[src/hdl/lhc_pkg.sv]
// lhc_pkg: shared types, constants and the rounding function of the
// lowpass / high-shelf cascade. No dependencies.
`timescale 1ns / 1ps
package lhc_pkg;

	// geometry
	localparam int LHC_CHANNELS  = 2;
	localparam int SAMPLE_W      = 24;
	localparam int CFG_IDX_W     = 3;
	localparam int CFG_DATA_W    = 24;
	localparam int FRAC_BITS     = 21;
	localparam int COEF_W        = 25;
	localparam int PROD_W        = 49;
	localparam int ACC_W         = 52;

	// register reset values
	localparam logic [20:0] RST_LOWPASS_POLE = 21'd1343900;
	localparam logic [21:0] RST_LOWPASS_GAIN = 22'd753252;
	localparam logic [23:0] RST_SHELF_B0     = 24'sd2191330;
	localparam logic [23:0] RST_SHELF_B1     = -24'sd2331020;
	localparam logic [23:0] RST_SHELF_B2     = 24'sd727480;
	localparam logic [23:0] RST_SHELF_A1     = -24'sd2184190;
	localparam logic [23:0] RST_SHELF_A2     = 24'sd674820;

	// register indexes
	typedef enum logic [CFG_IDX_W-1:0] {
		REG_LOWPASS_POLE = 3'd0,
		REG_LOWPASS_GAIN = 3'd1,
		REG_SHELF_B0     = 3'd2,
		REG_SHELF_B1     = 3'd3,
		REG_SHELF_B2     = 3'd4,
		REG_SHELF_A1     = 3'd5,
		REG_SHELF_A2     = 3'd6
	} reg_idx_t;

	// coefficient bank
	typedef struct packed {
		logic [20:0] lowpass_pole;
		logic [21:0] lowpass_gain;
		logic [23:0] shelf_b0;
		logic [23:0] shelf_b1;
		logic [23:0] shelf_b2;
		logic [23:0] shelf_a1;
		logic [23:0] shelf_a2;
	} coef_t;

	// multiplier operand pair
	typedef enum logic [2:0] {
		SEL_GAIN_X  = 3'd0,
		SEL_POLE_LP = 3'd1,
		SEL_B0_LP   = 3'd2,
		SEL_B1_X1   = 3'd3,
		SEL_B2_X2   = 3'd4,
		SEL_A1_Y1   = 3'd5,
		SEL_A2_Y2   = 3'd6
	} mul_sel_t;

	// accumulator operation
	typedef enum logic [1:0] {
		ACC_HOLD = 2'd0,
		ACC_LOAD = 2'd1,
		ACC_ADD  = 2'd2,
		ACC_SUB  = 2'd3
	} acc_op_t;

	// controller to datapath
	typedef struct packed {
		logic     capture;
		mul_sel_t mul_sel;
		acc_op_t  acc_op;
		logic     lp_save;
		logic     finish;
	} cmd_t;

	// datapath to controller
	typedef struct packed {
		logic pass_in;
	} status_t;

	// round half up, drop the fraction, saturate to 24 bits
	function automatic logic [SAMPLE_W-1:0] round_sat(input logic signed [ACC_W-1:0] acc);
		logic signed [ACC_W-1:0]           v;
		logic signed [ACC_W-FRAC_BITS-1:0] q;
		v = acc + ACC_W'(64'sd1 <<< (FRAC_BITS - 1));
		q = v[ACC_W-1:FRAC_BITS];
		if (q > (ACC_W-FRAC_BITS)'(8388607))
			return 24'h7fffff;
		else if (q < -(ACC_W-FRAC_BITS)'(8388608))
			return 24'h800000;
		else
			return q[SAMPLE_W-1:0];
	endfunction

endpackage

[src/hdl/lhc_in_if.sv]
// lhc_in_if: input channel of the cascade, valid/ready with sample payload.
// No dependencies.
`timescale 1ns / 1ps
interface lhc_in_if;
	logic        valid;
	logic        ready;
	logic [23:0] sample_in;
	logic        channel;
	logic        enable;

	modport source (output valid, sample_in, channel, enable, input ready);
	modport sink   (input valid, sample_in, channel, enable, output ready);
endinterface

[src/hdl/lhc_out_if.sv]
// lhc_out_if: output channel of the cascade, valid/ready with sample payload.
// No dependencies.
`timescale 1ns / 1ps
interface lhc_out_if;
	logic        valid;
	logic        ready;
	logic [23:0] sample_out;
	logic        channel_out;

	modport source (output valid, sample_out, channel_out, input ready);
	modport sink   (input valid, sample_out, channel_out, output ready);
endinterface

[src/hdl/lhc_regs.sv]
// lhc_regs: coefficient register bank written through the config port.
// Depends on lhc_pkg.
`timescale 1ns / 1ps
module lhc_regs
	import lhc_pkg::*;
(
	input  logic                  clk,
	input  logic                  arst_n,
	input  logic                  cfg_we,
	input  logic [CFG_IDX_W-1:0]  cfg_index,
	input  logic [CFG_DATA_W-1:0] cfg_data,
	output coef_t                 coef
);

	coef_t coef_q;

	// register writes, unknown indexes are dropped
	always_ff @(posedge clk or negedge arst_n) begin
		if (!arst_n) begin
			coef_q.lowpass_pole <= RST_LOWPASS_POLE;
			coef_q.lowpass_gain <= RST_LOWPASS_GAIN;
			coef_q.shelf_b0     <= RST_SHELF_B0;
			coef_q.shelf_b1     <= RST_SHELF_B1;
			coef_q.shelf_b2     <= RST_SHELF_B2;
			coef_q.shelf_a1     <= RST_SHELF_A1;
			coef_q.shelf_a2     <= RST_SHELF_A2;
		end else if (cfg_we) begin
			case (reg_idx_t'(cfg_index))
				REG_LOWPASS_POLE: coef_q.lowpass_pole <= cfg_data[20:0];
				REG_LOWPASS_GAIN: coef_q.lowpass_gain <= cfg_data[21:0];
				REG_SHELF_B0:     coef_q.shelf_b0     <= cfg_data;
				REG_SHELF_B1:     coef_q.shelf_b1     <= cfg_data;
				REG_SHELF_B2:     coef_q.shelf_b2     <= cfg_data;
				REG_SHELF_A1:     coef_q.shelf_a1     <= cfg_data;
				REG_SHELF_A2:     coef_q.shelf_a2     <= cfg_data;
				default: ;
			endcase
		end
	end

	assign coef = coef_q;

endmodule

[src/hdl/lhc_ctrl.sv]
// lhc_ctrl: sequencer for the shared multiply-accumulate and the output
// valid flag. Depends on lhc_pkg.
`timescale 1ns / 1ps
module lhc_ctrl
	import lhc_pkg::*;
(
	input  logic    clk,
	input  logic    arst_n,
	input  logic    in_valid,
	output logic    in_ready,
	output logic    out_valid,
	input  logic    out_ready,
	input  status_t status,
	output cmd_t    cmd
);

	typedef enum logic [9:0] {
		ST_IDLE = 10'b00_0000_0001,
		ST_MAC0 = 10'b00_0000_0010,
		ST_MAC1 = 10'b00_0000_0100,
		ST_MAC2 = 10'b00_0000_1000,
		ST_MAC3 = 10'b00_0001_0000,
		ST_MAC4 = 10'b00_0010_0000,
		ST_MAC5 = 10'b00_0100_0000,
		ST_MAC6 = 10'b00_1000_0000,
		ST_MAC7 = 10'b01_0000_0000,
		ST_FIN  = 10'b10_0000_0000
	} state_t;

	state_t state_q, state_nxt;
	logic   out_valid_q;
	logic   accept;
	logic   out_free;

	assign in_ready = (state_q == ST_IDLE);
	assign accept   = in_valid && in_ready;
	assign out_free = !out_valid_q || out_ready;

	// next state and datapath commands
	always_comb begin
		state_nxt   = state_q;
		cmd.capture = accept;
		cmd.mul_sel = SEL_GAIN_X;
		cmd.acc_op  = ACC_HOLD;
		cmd.lp_save = 1'b0;
		cmd.finish  = 1'b0;
		case (state_q)
			ST_IDLE: begin
				if (accept)
					state_nxt = status.pass_in ? ST_FIN : ST_MAC0;
			end
			ST_MAC0: begin
				cmd.mul_sel = SEL_GAIN_X;
				state_nxt   = ST_MAC1;
			end
			ST_MAC1: begin
				cmd.mul_sel = SEL_POLE_LP;
				cmd.acc_op  = ACC_LOAD;
				state_nxt   = ST_MAC2;
			end
			ST_MAC2: begin
				cmd.mul_sel = SEL_B1_X1;
				cmd.acc_op  = ACC_ADD;
				state_nxt   = ST_MAC3;
			end
			ST_MAC3: begin
				cmd.mul_sel = SEL_B2_X2;
				cmd.acc_op  = ACC_LOAD;
				cmd.lp_save = 1'b1;
				state_nxt   = ST_MAC4;
			end
			ST_MAC4: begin
				cmd.mul_sel = SEL_B0_LP;
				cmd.acc_op  = ACC_ADD;
				state_nxt   = ST_MAC5;
			end
			ST_MAC5: begin
				cmd.mul_sel = SEL_A1_Y1;
				cmd.acc_op  = ACC_ADD;
				state_nxt   = ST_MAC6;
			end
			ST_MAC6: begin
				cmd.mul_sel = SEL_A2_Y2;
				cmd.acc_op  = ACC_SUB;
				state_nxt   = ST_MAC7;
			end
			ST_MAC7: begin
				cmd.acc_op = ACC_SUB;
				state_nxt  = ST_FIN;
			end
			ST_FIN: begin
				if (out_free) begin
					cmd.finish = 1'b1;
					state_nxt  = ST_IDLE;
				end
			end
			default: state_nxt = ST_IDLE;
		endcase
	end

	// state register
	always_ff @(posedge clk or negedge arst_n) begin
		if (!arst_n)
			state_q <= ST_IDLE;
		else
			state_q <= state_nxt;
	end

	// output valid flag
	always_ff @(posedge clk or negedge arst_n) begin
		if (!arst_n)
			out_valid_q <= 1'b0;
		else if (cmd.finish)
			out_valid_q <= 1'b1;
		else if (out_ready)
			out_valid_q <= 1'b0;
	end

	assign out_valid = out_valid_q;

endmodule

[src/hdl/lhc_dpath.sv]
// lhc_dpath: input capture, per-channel filter state, shared multiplier,
// accumulator and output payload register. Depends on lhc_pkg.
`timescale 1ns / 1ps
module lhc_dpath
	import lhc_pkg::*;
#(
	parameter int CHANNELS = LHC_CHANNELS
) (
	input  logic                clk,
	input  logic                arst_n,
	input  logic [SAMPLE_W-1:0] sample_in,
	input  logic                channel,
	input  logic                enable,
	input  coef_t               coef,
	input  cmd_t                cmd,
	output status_t             status,
	output logic [SAMPLE_W-1:0] sample_out,
	output logic                channel_out
);

	localparam int CH_W = (CHANNELS > 1) ? $clog2(CHANNELS) : 1;

	logic signed [SAMPLE_W-1:0] x_q;
	logic                       chan_q;
	logic                       pass_q;
	logic [CH_W-1:0]            idx;

	logic signed [SAMPLE_W-1:0] lp_mem_q  [CHANNELS];
	logic signed [SAMPLE_W-1:0] x1_q      [CHANNELS];
	logic signed [SAMPLE_W-1:0] x2_q      [CHANNELS];
	logic signed [SAMPLE_W-1:0] y1_q      [CHANNELS];
	logic signed [SAMPLE_W-1:0] y2_q      [CHANNELS];

	logic signed [SAMPLE_W-1:0] lp_q;
	logic signed [COEF_W-1:0]   op_a;
	logic signed [SAMPLE_W-1:0] op_b;
	logic signed [PROD_W-1:0]   prod_s1;
	logic signed [ACC_W-1:0]    prod_ext;
	logic signed [ACC_W-1:0]    acc_q;
	logic        [SAMPLE_W-1:0] result;
	logic [SAMPLE_W-1:0]        sample_q;
	logic                       chan_out_q;

	// channels past the state depth and disabled items pass through
	assign status.pass_in = !enable || (32'(channel) >= CHANNELS);
	assign idx            = CH_W'(chan_q);

	// input capture
	always_ff @(posedge clk) begin
		if (cmd.capture) begin
			x_q    <= sample_in;
			chan_q <= channel;
			pass_q <= status.pass_in;
		end
	end

	// operand select for the shared multiplier
	always_comb begin
		case (cmd.mul_sel)
			SEL_GAIN_X: begin
				op_a = {3'b000, coef.lowpass_gain};
				op_b = x_q;
			end
			SEL_POLE_LP: begin
				op_a = {4'b0000, coef.lowpass_pole};
				op_b = lp_mem_q[idx];
			end
			SEL_B0_LP: begin
				op_a = {coef.shelf_b0[23], coef.shelf_b0};
				op_b = lp_q;
			end
			SEL_B1_X1: begin
				op_a = {coef.shelf_b1[23], coef.shelf_b1};
				op_b = x1_q[idx];
			end
			SEL_B2_X2: begin
				op_a = {coef.shelf_b2[23], coef.shelf_b2};
				op_b = x2_q[idx];
			end
			SEL_A1_Y1: begin
				op_a = {coef.shelf_a1[23], coef.shelf_a1};
				op_b = y1_q[idx];
			end
			SEL_A2_Y2: begin
				op_a = {coef.shelf_a2[23], coef.shelf_a2};
				op_b = y2_q[idx];
			end
			default: begin
				op_a = '0;
				op_b = '0;
			end
		endcase
	end

	// product register
	always_ff @(posedge clk) begin
		prod_s1 <= op_a * op_b;
	end

	assign prod_ext = {{(ACC_W-PROD_W){prod_s1[PROD_W-1]}}, prod_s1};

	// accumulator
	always_ff @(posedge clk) begin
		case (cmd.acc_op)
			ACC_LOAD: acc_q <= prod_ext;
			ACC_ADD:  acc_q <= acc_q + prod_ext;
			ACC_SUB:  acc_q <= acc_q - prod_ext;
			default:  acc_q <= acc_q;
		endcase
	end

	// lowpass output, rounded from the first sum
	always_ff @(posedge clk) begin
		if (cmd.lp_save)
			lp_q <= round_sat(acc_q);
	end

	assign result = round_sat(acc_q);

	// per-channel filter state
	always_ff @(posedge clk or negedge arst_n) begin
		if (!arst_n) begin
			for (int i = 0; i < CHANNELS; i++) begin
				lp_mem_q[i] <= '0;
				x1_q[i]     <= '0;
				x2_q[i]     <= '0;
				y1_q[i]     <= '0;
				y2_q[i]     <= '0;
			end
		end else if (cmd.finish && !pass_q) begin
			lp_mem_q[idx] <= lp_q;
			x1_q[idx]     <= lp_q;
			x2_q[idx]     <= x1_q[idx];
			y1_q[idx]     <= result;
			y2_q[idx]     <= y1_q[idx];
		end
	end

	// output payload register
	always_ff @(posedge clk) begin
		if (cmd.finish) begin
			sample_q   <= pass_q ? x_q : result;
			chan_out_q <= chan_q;
		end
	end

	assign sample_out  = sample_q;
	assign channel_out = chan_out_q;

endmodule

[src/hdl/lowpass_highshelf_cascade_core.sv]
// lowpass_highshelf_cascade_core: top level of the one-pole lowpass plus
// biquad high shelf. Depends on lhc_pkg, lhc_in_if, lhc_out_if, lhc_regs,
// lhc_ctrl and lhc_dpath.
//
//   port       direction  what moves
//   in_ch      sink       sample_in, channel, enable (one item per handshake)
//   out_ch     source     sample_out, channel_out (one item per input item)
//   cfg_*      write      coefficient register index and data
//
// A filtered item steps from accept through ST_MAC0 to ST_MAC7, which run
// the seven products through one shared 25x24 multiplier and accumulator,
// then ST_FIN, which rounds and writes the result, and back to ST_IDLE,
// which takes the next item. A passed item goes from accept to ST_FIN.
// Reset clears the filter state of every channel and loads the default
// coefficients. A result waits in the output register while out_ch stalls;
// the next finished item then holds in its last cycle until that register is
// handed over, and no new item is taken meanwhile.
`timescale 1ns / 1ps
module lowpass_highshelf_cascade_core
	import lhc_pkg::*;
#(
	parameter int CHANNELS = LHC_CHANNELS
) (
	input  logic                  clk,
	input  logic                  arst_n,
	lhc_in_if.sink                in_ch,
	lhc_out_if.source             out_ch,
	input  logic                  cfg_we,
	input  logic [CFG_IDX_W-1:0]  cfg_index,
	input  logic [CFG_DATA_W-1:0] cfg_data
);

	coef_t   coef;
	cmd_t    cmd;
	status_t status;

	// coefficient registers
	lhc_regs u_regs (
		.clk       (clk),
		.arst_n    (arst_n),
		.cfg_we    (cfg_we),
		.cfg_index (cfg_index),
		.cfg_data  (cfg_data),
		.coef      (coef)
	);

	// sequencer
	lhc_ctrl u_ctrl (
		.clk       (clk),
		.arst_n    (arst_n),
		.in_valid  (in_ch.valid),
		.in_ready  (in_ch.ready),
		.out_valid (out_ch.valid),
		.out_ready (out_ch.ready),
		.status    (status),
		.cmd       (cmd)
	);

	// arithmetic and state
	lhc_dpath #(
		.CHANNELS (CHANNELS)
	) u_dpath (
		.clk         (clk),
		.arst_n      (arst_n),
		.sample_in   (in_ch.sample_in),
		.channel     (in_ch.channel),
		.enable      (in_ch.enable),
		.coef        (coef),
		.cmd         (cmd),
		.status      (status),
		.sample_out  (out_ch.sample_out),
		.channel_out (out_ch.channel_out)
	);

endmodule
[src/flat_wrapper.sv]
// flat-port wrapper written by rule: the top's interface ports become plain ports
module lowpass_highshelf_cascade_core_flat import lhc_pkg::*;
#(
	parameter int CHANNELS = LHC_CHANNELS
)
  (clk, arst_n, cfg_we, cfg_index, cfg_data, in_ch_valid, in_ch_sample_in, in_ch_channel, in_ch_enable, in_ch_ready, out_ch_valid, out_ch_sample_out, out_ch_channel_out, out_ch_ready);
  lhc_in_if in_ch_i ();
  lhc_out_if out_ch_i ();
  input  logic clk;
  input  logic arst_n;
  input  logic cfg_we;
  input  logic [CFG_IDX_W-1:0] cfg_index;
  input  logic [CFG_DATA_W-1:0] cfg_data;
  input wire logic [$bits(in_ch_i.valid)-1:0] in_ch_valid;
  input wire logic [$bits(in_ch_i.sample_in)-1:0] in_ch_sample_in;
  input wire logic [$bits(in_ch_i.channel)-1:0] in_ch_channel;
  input wire logic [$bits(in_ch_i.enable)-1:0] in_ch_enable;
  output wire logic [$bits(in_ch_i.ready)-1:0] in_ch_ready;
  output wire logic [$bits(out_ch_i.valid)-1:0] out_ch_valid;
  output wire logic [$bits(out_ch_i.sample_out)-1:0] out_ch_sample_out;
  output wire logic [$bits(out_ch_i.channel_out)-1:0] out_ch_channel_out;
  input wire logic [$bits(out_ch_i.ready)-1:0] out_ch_ready;
  assign in_ch_i.valid = in_ch_valid;
  assign in_ch_i.sample_in = in_ch_sample_in;
  assign in_ch_i.channel = in_ch_channel;
  assign in_ch_i.enable = in_ch_enable;
  assign in_ch_ready = in_ch_i.ready;
  assign out_ch_valid = out_ch_i.valid;
  assign out_ch_sample_out = out_ch_i.sample_out;
  assign out_ch_channel_out = out_ch_i.channel_out;
  assign out_ch_i.ready = out_ch_ready;
  lowpass_highshelf_cascade_core #(.CHANNELS(CHANNELS)) u_core (.clk(clk), .arst_n(arst_n), .in_ch(in_ch_i), .out_ch(out_ch_i), .cfg_we(cfg_we), .cfg_index(cfg_index), .cfg_data(cfg_data));
endmodule
[config.mk]
export PLATFORM = sky130hd
export DESIGN_NAME = lowpass_highshelf_cascade_core_flat
export DESIGN_NICKNAME = d
export VERILOG_FILES = /design/src/hdl/lhc_pkg.sv /design/src/hdl/lhc_in_if.sv /design/src/hdl/lhc_out_if.sv /design/src/hdl/lhc_regs.sv /design/src/hdl/lhc_ctrl.sv /design/src/hdl/lhc_dpath.sv /design/src/hdl/lowpass_highshelf_cascade_core.sv /design/src/flat_wrapper.sv
export SDC_FILE = /design/constraint.sdc
export NUM_CORES = 2
export LEC_CHECK = 0
export BUFFER_PORTS_ARGS = -buffer_cell sky130_fd_sc_hd__buf_2
export CORE_AREA = 2 2 329 331
export CTS_CLUSTER_DIAMETER = 50
export DETAILED_ROUTE_END_ITERATION = 16
export DIE_AREA = 0 0 331 333
export GPL_TIMING_DRIVEN = 1
export PLACE_DENSITY_LB_ADDON = 0.12
export SYNTH_ARGS = -nofsm -noshare
export SYNTH_HDL_FRONTEND = slang
export SYNTH_SLANG_ARGS = --single-unit
[constraint.sdc]
create_clock -name clk -period 12.6 [get_ports clk]
set_clock_uncertainty 0.2 [all_clocks]
set_input_delay 1.26 -clock clk [delete_from_list [all_inputs] [get_ports clk]]
set_output_delay 1.26 -clock clk [all_outputs]
set_load 0.05 [all_outputs]
==> impl_metrics.json <==
{
  "ios": 85,
  "regArea_mm2": 0.0140,
  "ys_types": 79,
  "cp_slowest_cell": "a221o_1",
  "ys.flop_type": "dfrtp_1",
  "vias": 33968,
  "status": "finished clean",
  "cts_buffer_depth": 3,
  "die-area_mm2": 0.110,
  "ys_ff_latch": 542,
  "track_usage": 0.255,
  "grt_setup_unrepaired": "no",
  "clock_latency_ns": 0.66,
  "maxSlewViolCount": 0,
  "path_class": "flip-flop to flip-flop",
  "netlist_instances": 4650,
  "ant_nets": 0,
  "yosysTopAreaCellShare": 0.258,
  "numCtsBuffers": 78,
  "drt_iter0_drc": 2545,
  "grt_overflow": 0,
  "dp_hpwl_mm": 102,
  "min_path_type": "flip-flop to flip-flop",
  "die_y_um": 333,
  "syn_to_final_growth_pct": 10.4,
  "cts.clk_slew.worst_paths_ns": 0.06,
  "fp.dieW_um": 331,
  "grt_max_degree": 93,
  "synth_area_mm2": 0.0477,
  "synth_nets": 5511,
  "cts_hold_buf": 0,
  "worst_pin_slew_ns": 1.25,
  "required_ns": 12.96,
  "rows": 120,
  "final_area_mm2": 0.0526,
  "drt-pass1-iter-count": 6,
  "max_freq_mhz": 93.9,
  "start_kind": "flip-flop",
  "fin_crit_sh": 0.845,
  "worst_ep_arrival_time_ns": 11.01,
  "postCtsSetupBuffers": 0,
  "grt_pass1_wl_mm": 214,
  "end_kind": "flip-flop",
  "fillers": 10028,
  "root_buffer": "clkbuf_16",
  "finalHoldViolCount": 0,
  "synth_area_per_cell_um2": 10.3,
  "maxCapViolCount": 0,
  "drt-total-wl_mm": 136,
  "path_max_fanout": 19,
  "utilization": 0.494,
  "yosysSeqAreaShare": 0.295,
  "portBuffers": 84,
  "yosys.area.top_type": "fa_1",
  "routabilityCongestion": 0.899,
  "drive_gt1_frac": 0.168,
  "cts_tree": "built",
  "core_mm2": 0.107,
  "synth_edf_count": 127,
  "cts-resized-gates": 0,
  "multi_input_area_mm2": 0.0303,
  "relSlewSlack": 0.160,
  "via_per_inst": 5.51,
  "final-setup-viol-count": 0,
  "grt_pass1_vias": 35768,
  "synth_area_leaders": "fa_1 (26%), dfrtp_1 (15%), mux2_2 (8.8%)",
  "wl_per_cell_um": 22.1,
  "ys_warn_count": 0,
  "ys_async_sr_fraction": 0.675,
  "cpMostUsedCell": "fa_1",
  "nNetsFinal": 5558,
  "cts.sinks": 542,
  "drcViolationCount": 0,
  "htreeDepth": 3,
  "fin_crit_ns": 10.65,
  "max_stage_delay_ns": 0.89,
  "setup_tns_ns": 0,
  "antenna_found_initial": 2,
  "placed_cell_area_mm2": 0.0499,
  "start_util": 0.447
}
-- worst max-delay path: cells and delay by family, from the launching register on --
family / cells / cell delay (ns)
fa+ha+maj: 8 / 4.18
compound gates: 6 / 2.45
simple gates: 7 / 2.07
buf+inv: 5 / 1.05
flops: 1 / 0.42
xor+xnor: 1 / 0.16
-- layout make-up --
class	instances	share of cell area
Antenna cell	1	0.0000475
Sequential cell	542	0.267
Tap cell	1403	0.0333
Timing Repair Buffer	178	0.0221
Clock buffer	110	0.0425
Multi-Input combinational cell	3178	0.575
Clock inverter	36	0.00868
Inverter	719	0.0513
-- path summary, 6_finish.rpt --
path	depth (start not counted)	endpoint	slack [ns]	from
min	2	u_core.u_dpath.x2_q[3]	0.28	u_core.u_dpath.x2_q[3]
max	27	u_core.u_dpath.prod_s1[41]	1.95	u_core.u_ctrl.state_q[3]
min in group asynchronous	1	u_core.u_dpath.x2_q[18]	0.38	arst_n
min reg2reg	2	u_core.u_dpath.x2_q[3]	0.28	u_core.u_dpath.x2_q[3]
max reg2reg	27	u_core.u_dpath.prod_s1[41]	1.95	u_core.u_ctrl.state_q[3]
max in group asynchronous	3	u_core.u_dpath.y2_q[15]	9.45	arst_n
-- per-layer routing --
metal  share of wire  GRT usage  wire length (um)  vias to the layer above
li1                -          -                 -                    15297
met1            0.43      0.347             59100                    17576
met2            0.48      0.422             65600                      889
met3           0.051     0.0332              6960                      204
met4           0.033     0.0840              4470                        2
met5        0.000095          0                13                        -
-- state kept, by name (all words and copies together) (netlist names) --
signal,count
u_core.u_dpath.channel_out,1
u_core.u_dpath.x2_q,48
u_core.u_ctrl.out_valid,1
u_core.u_dpath.lp_q,24
u_core.u_dpath.pass_q,1
u_core.u_dpath.lp_mem_q,48
u_core.u_dpath.y2_q,48
u_core.u_dpath.chan_q,1
u_core.u_dpath.acc_q,52
u_core.u_dpath.sample_out,24
u_core.u_ctrl.state_q,10
u_core.u_dpath.y1_q,48
u_core.u_regs.coef,163
u_core.u_dpath.prod_s1,49
u_core.u_dpath.x_q,24
-- cell families after synthesis --
group,Yosys count,share of synthesized area
xor+xnor,165,0.0303
simple gates,1170,0.108
mux,421,0.0982
buf+inv,930,0.0733
flops,542,0.295
fa+ha+maj,803,0.308
compound gates,619,0.0876
-- cells in the final DEF, fill, tap and decap left out, types with 24 or more instances in the layout --
master     count
edfxtp_1     127
nor3_1        30
a211oi_1      26
xnor2_1       90
nand3_1       40
mux2_2       372
a22oi_1       37
buf_4         92
dfstp_2       74
dfrtp_1      292
clkbuf_16     80
fa_1         615
inv_1        717
nand2b_1      24
ha_1         188
a222oi_1      35
o21a_1        36
a21o_1        46
xor2_1        75
buf_2         83
nor2_1       240
mux2i_1       49
and2_1        52
and3_1        25
nand2_1      635
nor2b_1       24
dfxtp_1       49
o21ai_0      174
a21oi_1      100
-- metrics by stage --
step                cells  hold slack (ns)  setup slack, ns
CTS                  6166            0.279             1.91
finish               6167            0.277             1.95
floorplan            4650            0.224             2.98
global placement     6020            0.255             2.31
global route         6167            0.294             1.05
detailed placement   6020            0.266             1.94
-- synthesized netlist by cell type, drive strengths merged, types with 90 or more instances --
cell,instances
nor2,242
dfrtp,292
fa,615
mux2,372
a21oi,104
ha,188
nand2,637
inv,719
clkbuf,191
o21ai,177
xnor2,90
edfxtp,127
Power is not shown: default switching activity piles up to over one toggle a cycle in this logic, so the estimate is an artifact.
